==> src/mavs_pkg.sv <==
// Shared types, widths and constants for the per-channel median filter
// and voltage scaler. No dependencies; every other file uses it.
package mavs_pkg;

    localparam int NUM_CHANNELS_DEF = 8;
    localparam int WINDOW_DEF       = 5;

    localparam int DATA_W     = 10;
    localparam int REF_W      = 13;
    localparam int GAIN_W     = 15;
    localparam int VOLT_W     = 15;
    localparam int CHAN_W     = 3;
    localparam int NUM_GAINS  = 8;
    localparam int GIDX_W     = 3;
    localparam int PART_W     = DATA_W + REF_W;
    localparam int PROD_W     = PART_W + GAIN_W;
    localparam int FRAC_BITS  = 22;
    localparam int OFFSET_MV  = 10;
    localparam int VOLT_MAX   = 32767;

    localparam int S_DATA_W   = 24;
    localparam int M_DATA_W   = 32;
    localparam int APB_ADDR_W = 5;
    localparam int APB_DATA_W = 32;

    typedef logic [GAIN_W-1:0] gain_t;

    localparam gain_t GAIN_RESET [NUM_GAINS] = '{
        15'd9947, 15'd9947, 15'd9947, 15'd9947,
        15'd9947, 15'd4096, 15'd8192, 15'd8192
    };

    typedef struct packed {
        logic rd_en;
        logic wr_en;
    } hist_ctrl_t;

    typedef struct packed {
        logic load;
        logic step;
        logic last;
    } sort_ctrl_t;

endpackage

==> src/mavs_hist.sv <==
// Sample history store: one row of WINDOW samples per channel, registered read.
// Per-row valid bits make unwritten rows read as zero. Depends on mavs_pkg.
module mavs_hist #(
    parameter int NUM_CHANNELS = mavs_pkg::NUM_CHANNELS_DEF,
    parameter int WINDOW       = mavs_pkg::WINDOW_DEF,
    localparam int CH_W        = $clog2(NUM_CHANNELS),
    localparam int ROW_W       = WINDOW * mavs_pkg::DATA_W
) (
    input  logic                 clk,
    input  logic                 rst_n,
    input  mavs_pkg::hist_ctrl_t ctrl,
    input  logic [CH_W-1:0]      addr,
    input  logic [ROW_W-1:0]     wr_data,
    output logic [ROW_W-1:0]     rd_data
);

    logic [ROW_W-1:0]        hist_mem [NUM_CHANNELS];
    logic [ROW_W-1:0]        rd_data_reg;
    logic                    rd_valid_reg;
    logic [NUM_CHANNELS-1:0] valid_reg;

    always_ff @(posedge clk)
    begin
        if (ctrl.wr_en)
        begin
            hist_mem[addr] <= wr_data;
        end
        if (ctrl.rd_en)
        begin
            rd_data_reg <= hist_mem[addr];
        end
    end

    always_ff @(posedge clk or negedge rst_n)
    begin
        if (!rst_n)
        begin
            valid_reg    <= '0;
            rd_valid_reg <= 1'b0;
        end
        else
        begin
            if (ctrl.wr_en)
            begin
                valid_reg[addr] <= 1'b1;
            end
            if (ctrl.rd_en)
            begin
                rd_valid_reg <= valid_reg[addr];
            end
        end
    end

    assign rd_data = rd_valid_reg ? rd_data_reg : '0;

endmodule

==> src/mavs_sorter.sv <==
// Window sorter: one compare-swap unit on the two head taps, the rest rotating.
// WINDOW-1 passes of WINDOW-1 steps leave the window ascending. Depends on mavs_pkg.
module mavs_sorter #(
    parameter int WINDOW  = mavs_pkg::WINDOW_DEF,
    localparam int ROW_W  = WINDOW * mavs_pkg::DATA_W
) (
    input  logic                         clk,
    input  mavs_pkg::sort_ctrl_t         ctrl,
    input  logic [ROW_W-1:0]             load_row,
    output logic [mavs_pkg::DATA_W-1:0]  median
);

    logic [mavs_pkg::DATA_W-1:0] elem_reg [WINDOW];
    logic [mavs_pkg::DATA_W-1:0] lo;
    logic [mavs_pkg::DATA_W-1:0] hi;

    always_comb
    begin
        if (elem_reg[0] > elem_reg[1])
        begin
            lo = elem_reg[1];
            hi = elem_reg[0];
        end
        else
        begin
            lo = elem_reg[0];
            hi = elem_reg[1];
        end
    end

    // larger to the head, smaller to the tail; the last step puts both at the tail
    always_ff @(posedge clk)
    begin
        if (ctrl.load)
        begin
            for (int i = 0; i < WINDOW; i++)
            begin
                elem_reg[i] <= load_row[i*mavs_pkg::DATA_W +: mavs_pkg::DATA_W];
            end
        end
        else if (ctrl.step)
        begin
            if (ctrl.last)
            begin
                for (int i = 0; i < WINDOW - 2; i++)
                begin
                    elem_reg[i] <= elem_reg[i+2];
                end
                elem_reg[WINDOW-2] <= lo;
                elem_reg[WINDOW-1] <= hi;
            end
            else
            begin
                elem_reg[0] <= hi;
                for (int i = 1; i < WINDOW - 1; i++)
                begin
                    elem_reg[i] <= elem_reg[i+1];
                end
                elem_reg[WINDOW-1] <= lo;
            end
        end
    end

    assign median = elem_reg[WINDOW/2];

endmodule

==> src/mavs_scale.sv <==
// Shared multiplier with registered product, plus offset, rounding and saturation
// on the product register. Depends on mavs_pkg.
module mavs_scale (
    input  logic                          clk,
    input  logic                          en,
    input  logic [mavs_pkg::PART_W-1:0]   a,
    input  logic [mavs_pkg::GAIN_W-1:0]   b,
    output logic [mavs_pkg::PART_W-1:0]   part,
    output logic [mavs_pkg::VOLT_W-1:0]   volt
);

    localparam int PROD_W = mavs_pkg::PROD_W;
    localparam int Q_W    = PROD_W - mavs_pkg::FRAC_BITS;
    localparam logic [PROD_W-1:0] OFF_P  = PROD_W'(mavs_pkg::OFFSET_MV) << mavs_pkg::FRAC_BITS;
    localparam logic [PROD_W-1:0] HALF_P = PROD_W'(1) << (mavs_pkg::FRAC_BITS - 1);

    logic [PROD_W-1:0] prod_reg;
    logic [PROD_W-1:0] prod_next;
    logic [PROD_W-1:0] rnd;
    logic [Q_W-1:0]    q;

    assign prod_next = a * b;

    always_ff @(posedge clk)
    begin
        if (en)
        begin
            prod_reg <= prod_next;
        end
    end

    assign part = prod_reg[mavs_pkg::PART_W-1:0];
    assign rnd  = prod_reg - OFF_P + HALF_P;
    assign q    = rnd[PROD_W-1:mavs_pkg::FRAC_BITS];

    always_comb
    begin
        if (prod_reg <= OFF_P)
        begin
            volt = '0;
        end
        else if (q > Q_W'(mavs_pkg::VOLT_MAX))
        begin
            volt = mavs_pkg::VOLT_W'(mavs_pkg::VOLT_MAX);
        end
        else
        begin
            volt = q[mavs_pkg::VOLT_W-1:0];
        end
    end

endmodule

==> src/mux_adc_median_voltage_scaler_unit.sv <==
// Each beat moves through S_READ, the sort passes in S_SORT, S_MUL1, S_MUL2 and S_FIN
// to the output register. No new beat is taken until the last one is through; the single
// compare-swap unit of the sorter sets the pace; a result waiting at the output stalls only the final step.
// Reset: channel counter to 0, history rows read as zero until written,
// gains to their defaults, output empty.
module mux_adc_median_voltage_scaler_unit #(
    parameter int NUM_CHANNELS = mavs_pkg::NUM_CHANNELS_DEF,
    parameter int WINDOW       = mavs_pkg::WINDOW_DEF
) (
    input  logic                            clk,
    input  logic                            rst_n,
    input  logic                            s_tvalid,
    output logic                            s_tready,
    input  logic [mavs_pkg::S_DATA_W-1:0]   s_tdata,   // raw_sample[9:0], ref_mv[22:10]
    output logic                            m_tvalid,
    input  logic                            m_tready,
    output logic [mavs_pkg::M_DATA_W-1:0]   m_tdata,   // channel[2:0], median_raw[12:3],
                                                       // voltage_mv[27:13]
    input  logic                            psel,
    input  logic                            penable,
    input  logic                            pwrite,
    input  logic [mavs_pkg::APB_ADDR_W-1:0] paddr,
    input  logic [mavs_pkg::APB_DATA_W-1:0] pwdata,
    output logic [mavs_pkg::APB_DATA_W-1:0] prdata,
    output logic                            pready
);

    localparam int CH_W   = $clog2(NUM_CHANNELS);
    localparam int ROW_W  = WINDOW * mavs_pkg::DATA_W;
    localparam int SW     = $clog2(WINDOW - 1);
    localparam int EXT_W  = CH_W + mavs_pkg::CHAN_W;
    localparam int DATA_W = mavs_pkg::DATA_W;

    localparam logic [2:0] S_IDLE = 3'd0;
    localparam logic [2:0] S_READ = 3'd1;
    localparam logic [2:0] S_SORT = 3'd2;
    localparam logic [2:0] S_MUL1 = 3'd3;
    localparam logic [2:0] S_MUL2 = 3'd4;
    localparam logic [2:0] S_FIN  = 3'd5;

    logic [2:0]                   state_reg;
    logic [2:0]                   state_next;
    logic [CH_W-1:0]              ch_reg;
    logic [CH_W-1:0]              ch_next;
    logic [SW-1:0]                step_reg;
    logic [SW-1:0]                step_next;
    logic [SW-1:0]                pass_reg;
    logic [SW-1:0]                pass_next;
    logic                         out_valid_reg;
    logic                         out_valid_next;
    logic [DATA_W-1:0]            sample_reg;
    logic [mavs_pkg::REF_W-1:0]   ref_reg;
    logic [mavs_pkg::CHAN_W-1:0]  out_ch_reg;
    logic [DATA_W-1:0]            out_med_reg;
    logic [mavs_pkg::VOLT_W-1:0]  out_volt_reg;
    mavs_pkg::gain_t              gain_reg [mavs_pkg::NUM_GAINS];

    logic                         accept;
    logic                         out_free;
    logic                         cfg_we;
    logic [mavs_pkg::GIDX_W-1:0]  cfg_idx;
    logic [EXT_W-1:0]             ch_ext;
    logic [mavs_pkg::CHAN_W-1:0]  ch_low;
    logic                         last_step;
    logic                         fin_ok;
    mavs_pkg::hist_ctrl_t         hist_ctrl;
    mavs_pkg::sort_ctrl_t         sort_ctrl;
    logic [ROW_W-1:0]             rd_row;
    logic [ROW_W-1:0]             new_row;
    logic [DATA_W-1:0]            median;
    logic                         mul_en;
    logic [mavs_pkg::PART_W-1:0]  mul_a;
    logic [mavs_pkg::GAIN_W-1:0]  mul_b;
    logic [mavs_pkg::PART_W-1:0]  part;
    logic [mavs_pkg::VOLT_W-1:0]  volt;

    assign s_tready  = (state_reg == S_IDLE);
    assign accept    = s_tvalid && s_tready;
    assign out_free  = !out_valid_reg || m_tready;
    assign fin_ok    = (state_reg == S_FIN) && out_free;
    assign last_step = (step_reg == SW'(WINDOW - 2));
    assign ch_ext    = EXT_W'(ch_reg);
    assign ch_low    = ch_ext[mavs_pkg::CHAN_W-1:0];

    assign hist_ctrl.rd_en = accept;
    assign hist_ctrl.wr_en = (state_reg == S_READ);
    assign new_row         = {sample_reg, rd_row[ROW_W-1:DATA_W]};

    assign sort_ctrl.load = (state_reg == S_READ);
    assign sort_ctrl.step = (state_reg == S_SORT);
    assign sort_ctrl.last = last_step;

    assign mul_en = (state_reg == S_MUL1) || (state_reg == S_MUL2);
    assign mul_a  = (state_reg == S_MUL1) ? mavs_pkg::PART_W'(median) : part;
    assign mul_b  = (state_reg == S_MUL1) ? mavs_pkg::GAIN_W'(ref_reg) : gain_reg[ch_low];

    mavs_hist #(
        .NUM_CHANNELS (NUM_CHANNELS),
        .WINDOW       (WINDOW)
    ) u_hist (
        .clk     (clk),
        .rst_n   (rst_n),
        .ctrl    (hist_ctrl),
        .addr    (ch_reg),
        .wr_data (new_row),
        .rd_data (rd_row)
    );

    mavs_sorter #(
        .WINDOW (WINDOW)
    ) u_sorter (
        .clk      (clk),
        .ctrl     (sort_ctrl),
        .load_row (new_row),
        .median   (median)
    );

    mavs_scale u_scale (
        .clk  (clk),
        .en   (mul_en),
        .a    (mul_a),
        .b    (mul_b),
        .part (part),
        .volt (volt)
    );

    always_comb
    begin
        state_next = state_reg;
        step_next  = step_reg;
        pass_next  = pass_reg;
        unique case (state_reg)
            S_IDLE:
            begin
                if (accept)
                begin
                    state_next = S_READ;
                end
            end
            S_READ:
            begin
                step_next  = '0;
                pass_next  = '0;
                state_next = S_SORT;
            end
            S_SORT:
            begin
                if (last_step)
                begin
                    step_next = '0;
                    if (pass_reg == SW'(WINDOW - 2))
                    begin
                        state_next = S_MUL1;
                    end
                    else
                    begin
                        pass_next = pass_reg + SW'(1);
                    end
                end
                else
                begin
                    step_next = step_reg + SW'(1);
                end
            end
            S_MUL1:
            begin
                state_next = S_MUL2;
            end
            S_MUL2:
            begin
                state_next = S_FIN;
            end
            S_FIN:
            begin
                if (out_free)
                begin
                    state_next = S_IDLE;
                end
            end
            default:
            begin
                state_next = S_IDLE;
            end
        endcase
    end

    always_comb
    begin
        ch_next = ch_reg;
        if (fin_ok)
        begin
            ch_next = (ch_reg == CH_W'(NUM_CHANNELS - 1)) ? '0 : ch_reg + CH_W'(1);
        end
    end

    always_comb
    begin
        priority if (fin_ok)
        begin
            out_valid_next = 1'b1;
        end
        else if (m_tready)
        begin
            out_valid_next = 1'b0;
        end
        else
        begin
            out_valid_next = out_valid_reg;
        end
    end

    always_ff @(posedge clk or negedge rst_n)
    begin
        if (!rst_n)
        begin
            state_reg     <= S_IDLE;
            ch_reg        <= '0;
            step_reg      <= '0;
            pass_reg      <= '0;
            out_valid_reg <= 1'b0;
        end
        else
        begin
            state_reg     <= state_next;
            ch_reg        <= ch_next;
            step_reg      <= step_next;
            pass_reg      <= pass_next;
            out_valid_reg <= out_valid_next;
        end
    end

    always_ff @(posedge clk)
    begin
        if (accept)
        begin
            sample_reg <= s_tdata[DATA_W-1:0];
            ref_reg    <= s_tdata[DATA_W +: mavs_pkg::REF_W];
        end
        if (fin_ok)
        begin
            out_ch_reg   <= ch_low;
            out_med_reg  <= median;
            out_volt_reg <= volt;
        end
    end

    assign cfg_we  = psel && penable && pwrite && pready;
    assign cfg_idx = paddr[mavs_pkg::APB_ADDR_W-1:2];

    always_ff @(posedge clk or negedge rst_n)
    begin
        if (!rst_n)
        begin
            for (int i = 0; i < mavs_pkg::NUM_GAINS; i++)
            begin
                gain_reg[i] <= mavs_pkg::GAIN_RESET[i];
            end
        end
        else if (cfg_we)
        begin
            gain_reg[cfg_idx] <= pwdata[mavs_pkg::GAIN_W-1:0];
        end
    end

    assign prdata = mavs_pkg::APB_DATA_W'(gain_reg[cfg_idx]);
    assign pready = 1'b1;

    assign m_tvalid = out_valid_reg;
    assign m_tdata  = {
        (mavs_pkg::M_DATA_W - mavs_pkg::CHAN_W - DATA_W - mavs_pkg::VOLT_W)'(0),
        out_volt_reg, out_med_reg, out_ch_reg
    };

    a_busy_after_beat: assert property (@(posedge clk) disable iff (!rst_n)
        accept |=> !s_tready)
        else $error("input taken while an item is in progress");

    a_result_delivered: assert property (@(posedge clk) disable iff (!rst_n)
        fin_ok |=> (m_tvalid && state_reg == S_IDLE))
        else $error("finished item not presented at the output");

    a_channel_range: assert property (@(posedge clk) disable iff (!rst_n)
        ch_reg <= CH_W'(NUM_CHANNELS - 1))
        else $error("channel counter out of range");

    a_sort_pass_range: assert property (@(posedge clk) disable iff (!rst_n)
        (state_reg == S_SORT) |-> (pass_reg <= SW'(WINDOW - 2)))
        else $error("sort pass count overran");

endmodule
==> config.mk <==
export PLATFORM = sky130hd
export DESIGN_NAME = mux_adc_median_voltage_scaler_unit
export DESIGN_NICKNAME = d
export VERILOG_FILES = /design/src/mavs_pkg.sv /design/src/mavs_hist.sv /design/src/mavs_sorter.sv /design/src/mavs_scale.sv /design/src/mux_adc_median_voltage_scaler_unit.sv
export SDC_FILE = /design/constraint.sdc
export NUM_CORES = 2
export LEC_CHECK = 0
export ABC_AREA = 1
export BUFFER_PORTS_ARGS = -buffer_cell sky130_fd_sc_hd__buf_4
export CORE_MARGIN = 3
export CORE_UTILIZATION = 49
export DETAILED_ROUTE_END_ITERATION = 8
export PLACE_DENSITY = 0.66
export SYNTH_ARGS = -nofsm -noshare
export SYNTH_HDL_FRONTEND = slang
export SYNTH_SLANG_ARGS = --single-unit
==> constraint.sdc <==
create_clock -name clk -period 11.2 [get_ports clk]
set_input_delay 2.24 -clock clk [delete_from_list [all_inputs] [get_ports clk]]
set_output_delay 2.24 -clock clk [all_outputs]
set_load 0.005 [all_outputs]
Yosys cells after proc, flatten, opt, wreduce, memory -nomap -nowiden
Memory sizes are Yosys's and may differ from the RTL's. A register that Yosys moved wholly into a read port is not among the register bits.
Index checks and enable logic that the tools add are counted.
Cells by class
  $add $sub $neg: 5
  multiply operators: 1
  magnitude comparators: 8
  eq/ne operators: 13
  multiplexer cells: 52
  bitwise logic cells: 13
  reductions and logical operators: 14
Operators by type and width (count)
  $bwmux 120: 1
  $mux 10: 12
  $mux 15: 7
  $bmux 15 s3: 2
  $mux 50: 1
  $demux 15 s3: 1
  $add 38x22->38 const B: 1
  $le 38x26->1 const B: 1
  $mul 23x15->38: 1
  $sub 38x26->38 const B: 1
  $mux 23: 1
  $pmux 3 s6: 1
  $gt 16x15->1 const B: 1
  $mux 3: 5
  $mux 1: 14
  $gt 10x10->1: 1
  $or 1x1->1: 10
  $eq 3x3->1 const B: 3
  $ge 4x4->1 const B: 2
  $not 3->4: 2
  $or 8x8->8: 1
  $pmux 2 s2: 2
  $eq 3x2->1 const B: 2
  $logic_and 1x1->1: 6
  18 further kinds: 27
Storage, ports and cells
  bits in registers: 229
  bits in writable memories: 450
  output and inout port bits: 67
  memories kept: 2
Memories
  u_hist.hist_mem: depth 8, width 50, rd ports 1, clocked after Yosys merged registers in 1, write ports 1, line mavs_hist.sv:17  | logic [ROW_W-1:0] hist_mem [NUM_CHANNELS];
  u_sorter.elem_reg: depth 5, width 10, rd ports 5, clocked after Yosys merged registers in 0, write ports 5, line mavs_sorter.sv:13  | logic [mavs_pkg::DATA_W-1:0] elem_reg [WINDOW];

Longest topological paths before layout
  word-level depth: 7
  mapped depth: 36
  gate-level depth less buffers: 34

Modules after synthesis
Synthesis repeated with hierarchy kept, for this count alone.
Second synthesis, totals
  cells, all modules: 5039
  area total of the unflattened synthesis: 44828.0 sq um
Modules (own cells, without submodules)
  mavs_hist: instances 1, cells each 1450, area an instance 17964.7 sq um, sequential area each 13738.2 sq um
  mavs_scale: instances 1, cells each 1888, area an instance 14014.7 sq um, sequential area each 1141.1 sq um
  mux_adc_median_voltage_scaler_unit: instances 1, cells each 1257, area an instance 9524.1 sq um, sequential area each 4869.7 sq um
  mavs_sorter: instances 1, cells each 444, area an instance 3324.4 sq um, sequential area each 1501.4 sq um

Least setup slack after synthesis
No wires, ideal clock.
  path type: reg-to-reg
  from: reg ch_reg[1] (netlist: ch_low[1])
  to: reg u_scale.prod_reg[21], data pin
  library setup time: 0.252 ns
  arrival time: 5.762 ns
  required time: 10.948 ns
  setup slack: 5.185 ns
  stages on the path, launching flop included: 32
  buffers on the path: 2
  path through: dfrtp_1 > nor2_2 > nand2_4 > inv_2 > buf_2 > nand2_1 > o21ai_1 > a21oi_1 > nand3_2 > buf_2 > nand2_1 > inv_1 > fa_1 > inv_1 > fa_1 > inv_1 > fa_1 > fa_1 > fa_1 > inv_1 > fa_1 > inv_1 > ha_1 > nand2_1 > inv_1 > nand2_1 > nor3_1 > nand2_1 > nand2_1 > nand2_1 > nand3_1 > nand2_1
Between the ends
  word-level cells in the longest chain between the ends: 6
RTL lines
  start, declared: line mux_adc_median_voltage_scaler_unit.sv:43  | logic [CH_W-1:0] ch_reg;
  start signal, assigned: line mux_adc_median_voltage_scaler_unit.sv:225  | ch_reg <= ch_next;
  $not 3->4 (implied by the code): line mux_adc_median_voltage_scaler_unit.sv:95  | assign mul_b = (state_reg == S_MUL1) ? mavs_pkg::GAIN_W'(ref_reg) : gain_reg[ch_low];
  $bmux 15 s3: line mux_adc_median_voltage_scaler_unit.sv:95
  $mux 15 (implied by the code) (2 in series): line mux_adc_median_voltage_scaler_unit.sv:95
  $mux 15: line mux_adc_median_voltage_scaler_unit.sv:95
  $mul 23x15->38: line mavs_scale.sv:22  | assign prod_next = a * b;
  net u_scale.prod_next[21]: line mavs_scale.sv:18  | logic [PROD_W-1:0] prod_next;
  end signal, assigned: line mavs_scale.sv:28  | prod_reg <= prod_next;
  end, declared: line mavs_scale.sv:17  | logic [PROD_W-1:0] prod_reg;
The timed path passes the listed nets, and every way through them passes these cells. The select of a mux whose other input is x is not followed.
A chain may end at the register's enable or synchronous reset.

Worst setup path after layout
  from: reg ch_reg[1] (netlist: ch_low[1])
  to: reg u_scale.prod_reg[33], data pin
Same word-level chain as after synthesis.

==> out/qor.txt <==
Status - complete, no violations
Final Hold Violating Endpoints - 0
Tmin final - 8.417 ns
Post-synth EDFFs - 499
Post-synthesis xor/xnor area fraction - 0.006405
Final #Nets - 4,409
IO Port Bufs - 92
DIE HEIGHT - 285.5 microns
Initial Utilization - 0.4991
Clk root buf - clkbuf_16
Yosys cell types - 53
Hold_buf cts - 0
CP Launch Type - register
Clock Latency Late Sink - 0.65 ns
Row cnt - 101
Peak Freq - 118.8 MHz
Simple-Gate Fraction of Synth Area - 0.1668
Yosys warns - 0
RePlAce Congestion - 0.8968
Most frequent cells in the layout - nand2_1 (935), inv_1 (661), edfxtp_1 (499)
Clock Path Buffers - 3
Fin Setup TNS - 0 ns
Drt pass-1 iters - 6
CTS tree - built
Largest net degree at the start of global routing - 80
Area delta synth->final - 10.82%
Critical Path RT - 11.57 ns
CTS clk-pin slew, worst paths - 0.06 ns
Ys flop type - edfxtp_1
Part of the Yosys area used for sequential elements - 0.4844
Fin Hold WS - 0.4660 ns
Vias in the first global route - 28,223
Final Setup Violations - 0
Portion of netlist area occupied by mux cells - 0
Final WL - 105,500 microns
Worst Path Max Fanout - 43
Grt ovf - 0
Min-delay worst type - reg -> reg
Post-Synth Adder-Cell Area - 0.1799
Cells after synthesis - 3,892
Post_cts resized - 0
Drt wl/cell - 20.92 microns
Max Cap Violations - 0
DP Wirelength - 68,360 microns
Die Wd - 285.5 microns
Main combinational cell family by area after synthesis - adder cells
Clock buffer count from CTS - 72
Vias per cell - 5.570
Synthesized area - 38,290 sq um
Seq cells post-synth - 639
Setup bufs post-CTS - 0
Area of the core - 76,710 sq um
H-Tree Depth - 3
Remaining DRCs - 0
Total track usage - 0.2612
Crit. Startpoint - ch_low[1]$_DFFE_PN0P_
Share of cells above drive strength 1 - 0.09075
N_diodes - 0
First-pass GRT wire length - 163,900 microns
CP endpoint - u_scale.prod_reg[33]$_DFFE_PP_
CP Class - reg -> reg
R2R Setup Slk - 2.78 ns
Max reg flops - 320
Worst flop-to-flop path endpoint - u_scale.prod_reg[33]$_DFFE_PP_
Post-synthesis compound-gate area fraction - 0.07447
Slew margin rel. - 0.1701
Remaining antenna violation count - 0
Antenna violations before repair - 0
Total number of vias - 28,078
Setup Skew - 0.05446 ns
Pins Over Slew Limit - 0
RSZ-0062 raised after global routing - no
Io pins - 135
Avg Cell Area, Syn - 9.838 sq um
Ys async rst share - 0.2191
Final worst path period share - 0.7515
Worst-Margin Slew - 1.242 ns
Reg2reg start - ch_low[1]$_DFFE_PN0P_
WP data arrival - 8.79 ns
Clock sink count - 639
Total die area - 81,530 sq um
Crit path capture type - register
Number of DRC markers in iteration 0 - 2,903
Commonest non-fill, non-tap cell in the layout - nand2_1
R2R depth - 27
-- synthesized netlist by cell type, types with 3 or more instances --
cell type | n | area share
dfrtp_1 | 92 | 0.060
a21o_1 | 4 | 0.00078
clkbuf_1 | 85 | 0.0083
o21ai_1 | 13 | 0.0017
edfxtp_1 | 499 | 0.39
xor2_1 | 23 | 0.0053
o21bai_1 | 9 | 0.0018
a22oi_1 | 52 | 0.010
ha_1 | 117 | 0.038
o2bb2ai_1 | 5 | 0.0011
or2_2 | 17 | 0.0028
nor3_1 | 16 | 0.0021
buf_4 | 28 | 0.0055
o221ai_1 | 11 | 0.0025
fa_1 | 271 | 0.14
nand3_1 | 225 | 0.029
xnor2_1 | 5 | 0.0011
buf_1 | 10 | 0.00098
nor2_1 | 262 | 0.026
inv_1 | 663 | 0.065
nand3_2 | 7 | 0.0018
clkinv_1 | 7 | 0.00069
nand4_1 | 52 | 0.0085
o21ai_0 | 156 | 0.020
o21ai_2 | 9 | 0.0021
a221oi_1 | 47 | 0.011
buf_2 | 42 | 0.0055
o22ai_1 | 37 | 0.0060
dfstp_2 | 48 | 0.033
inv_2 | 12 | 0.0012
o211ai_1 | 11 | 0.0022
a22o_1 | 15 | 0.0034
nand2_1 | 937 | 0.092
nand2_2 | 5 | 0.00082
a21oi_1 | 72 | 0.0094
a211oi_1 | 3 | 0.00059
-- cell type report --
type,instances,area [sq um]
Clock inverter,41,545.5
Multi-Input combinational cell,2424,16530
Fill cell,6756,34280
Timing Repair Buffer,134,1010
Sequential cell,639,18550
Clock buffer,91,1944
Tap cell,1030,1289
Inverter,682,2561
-- critical path, cell delays in order, from the launching register on --
cell     delay, ns
dfrtp_1       0.49
nor2_2        0.21
nand2_1       0.41
inv_2         0.32
buf_4         0.65
nand2_1       0.10
nand2_1       0.09
nor2_1        0.04
nand3_1       0.77
o21ai_2       0.34
nor2_1        0.24
fa_1          0.44
fa_1          0.47
fa_1          0.54
fa_1          0.44
fa_1          0.49
inv_1         0.05
fa_1          0.55
inv_1         0.06
ha_1          0.35
a21oi_1       0.29
nand2_1       0.14
a21oi_1       0.24
nor2_1        0.11
nor2_1        0.14
nand2_1       0.07
nand2_1       0.06
nand2_1       0.04
-- per-stage QoR --
step | area, sq um | std cells | setup slack (ns) | utilization
3_3_place_gp | 39940 | 4909 | 2.899 | 0.5207
4_1_cts | 42430 | 5041 | 2.798 | 0.5532
5_1_grt | 42430 | 5041 | 2.333 | 0.5532
6_report | 42430 | 5041 | 2.783 | 0.5532
2_1_floorplan | 38360 | 3912 | 5.185 | -
3_5_place_dp | 39940 | 4909 | 2.854 | 0.5207
-- routing by layer --
metal	up-vias	routed length, microns	GRT usage
li1	12732	-	-
met1	13777	44420	0.3612
met2	1298	47810	0.4130
met3	271	8924	0.04645
met4	0	4321	0.1018
met5	-	0	0
-- cell families after synthesis --
| logic type | after synthesis |
|---|---|
| AO/OA/AOI/OAI | 450 |
| adder cells (fa/ha/maj) | 388 |
| other | 2 |
| buffers and inverters | 849 |
| AND/OR/NAND/NOR | 1536 |
| XOR/XNOR | 28 |
| flip-flops | 639 |
-- worst min-delay path by stage --
stage / endpoint / startpoint / cells past startpoint
floorplan: out_med_reg[0]$_DFFE_PP_ / u_sorter.elem_reg[0][20]$_DFFE_PP_ / 0
CTS: u_hist.valid_reg[2]$_DFFE_PN0P_ / u_hist.valid_reg[2]$_DFFE_PN0P_ / 2
global placement: u_hist.valid_reg[1]$_DFFE_PN0P_ / u_hist.valid_reg[1]$_DFFE_PN0P_ / 2
global route: out_med_reg[8]$_DFFE_PP_ / u_sorter.elem_reg[0][28]$_DFFE_PP_ / 0
finish: u_hist.valid_reg[2]$_DFFE_PN0P_ / u_hist.valid_reg[2]$_DFFE_PN0P_ / 2
detailed placement: u_hist.valid_reg[5]$_DFFE_PN0P_ / u_hist.valid_reg[5]$_DFFE_PN0P_ / 1
Power is not shown: default switching activity piles up to over one toggle a cycle in this logic, so the estimate is an artifact.
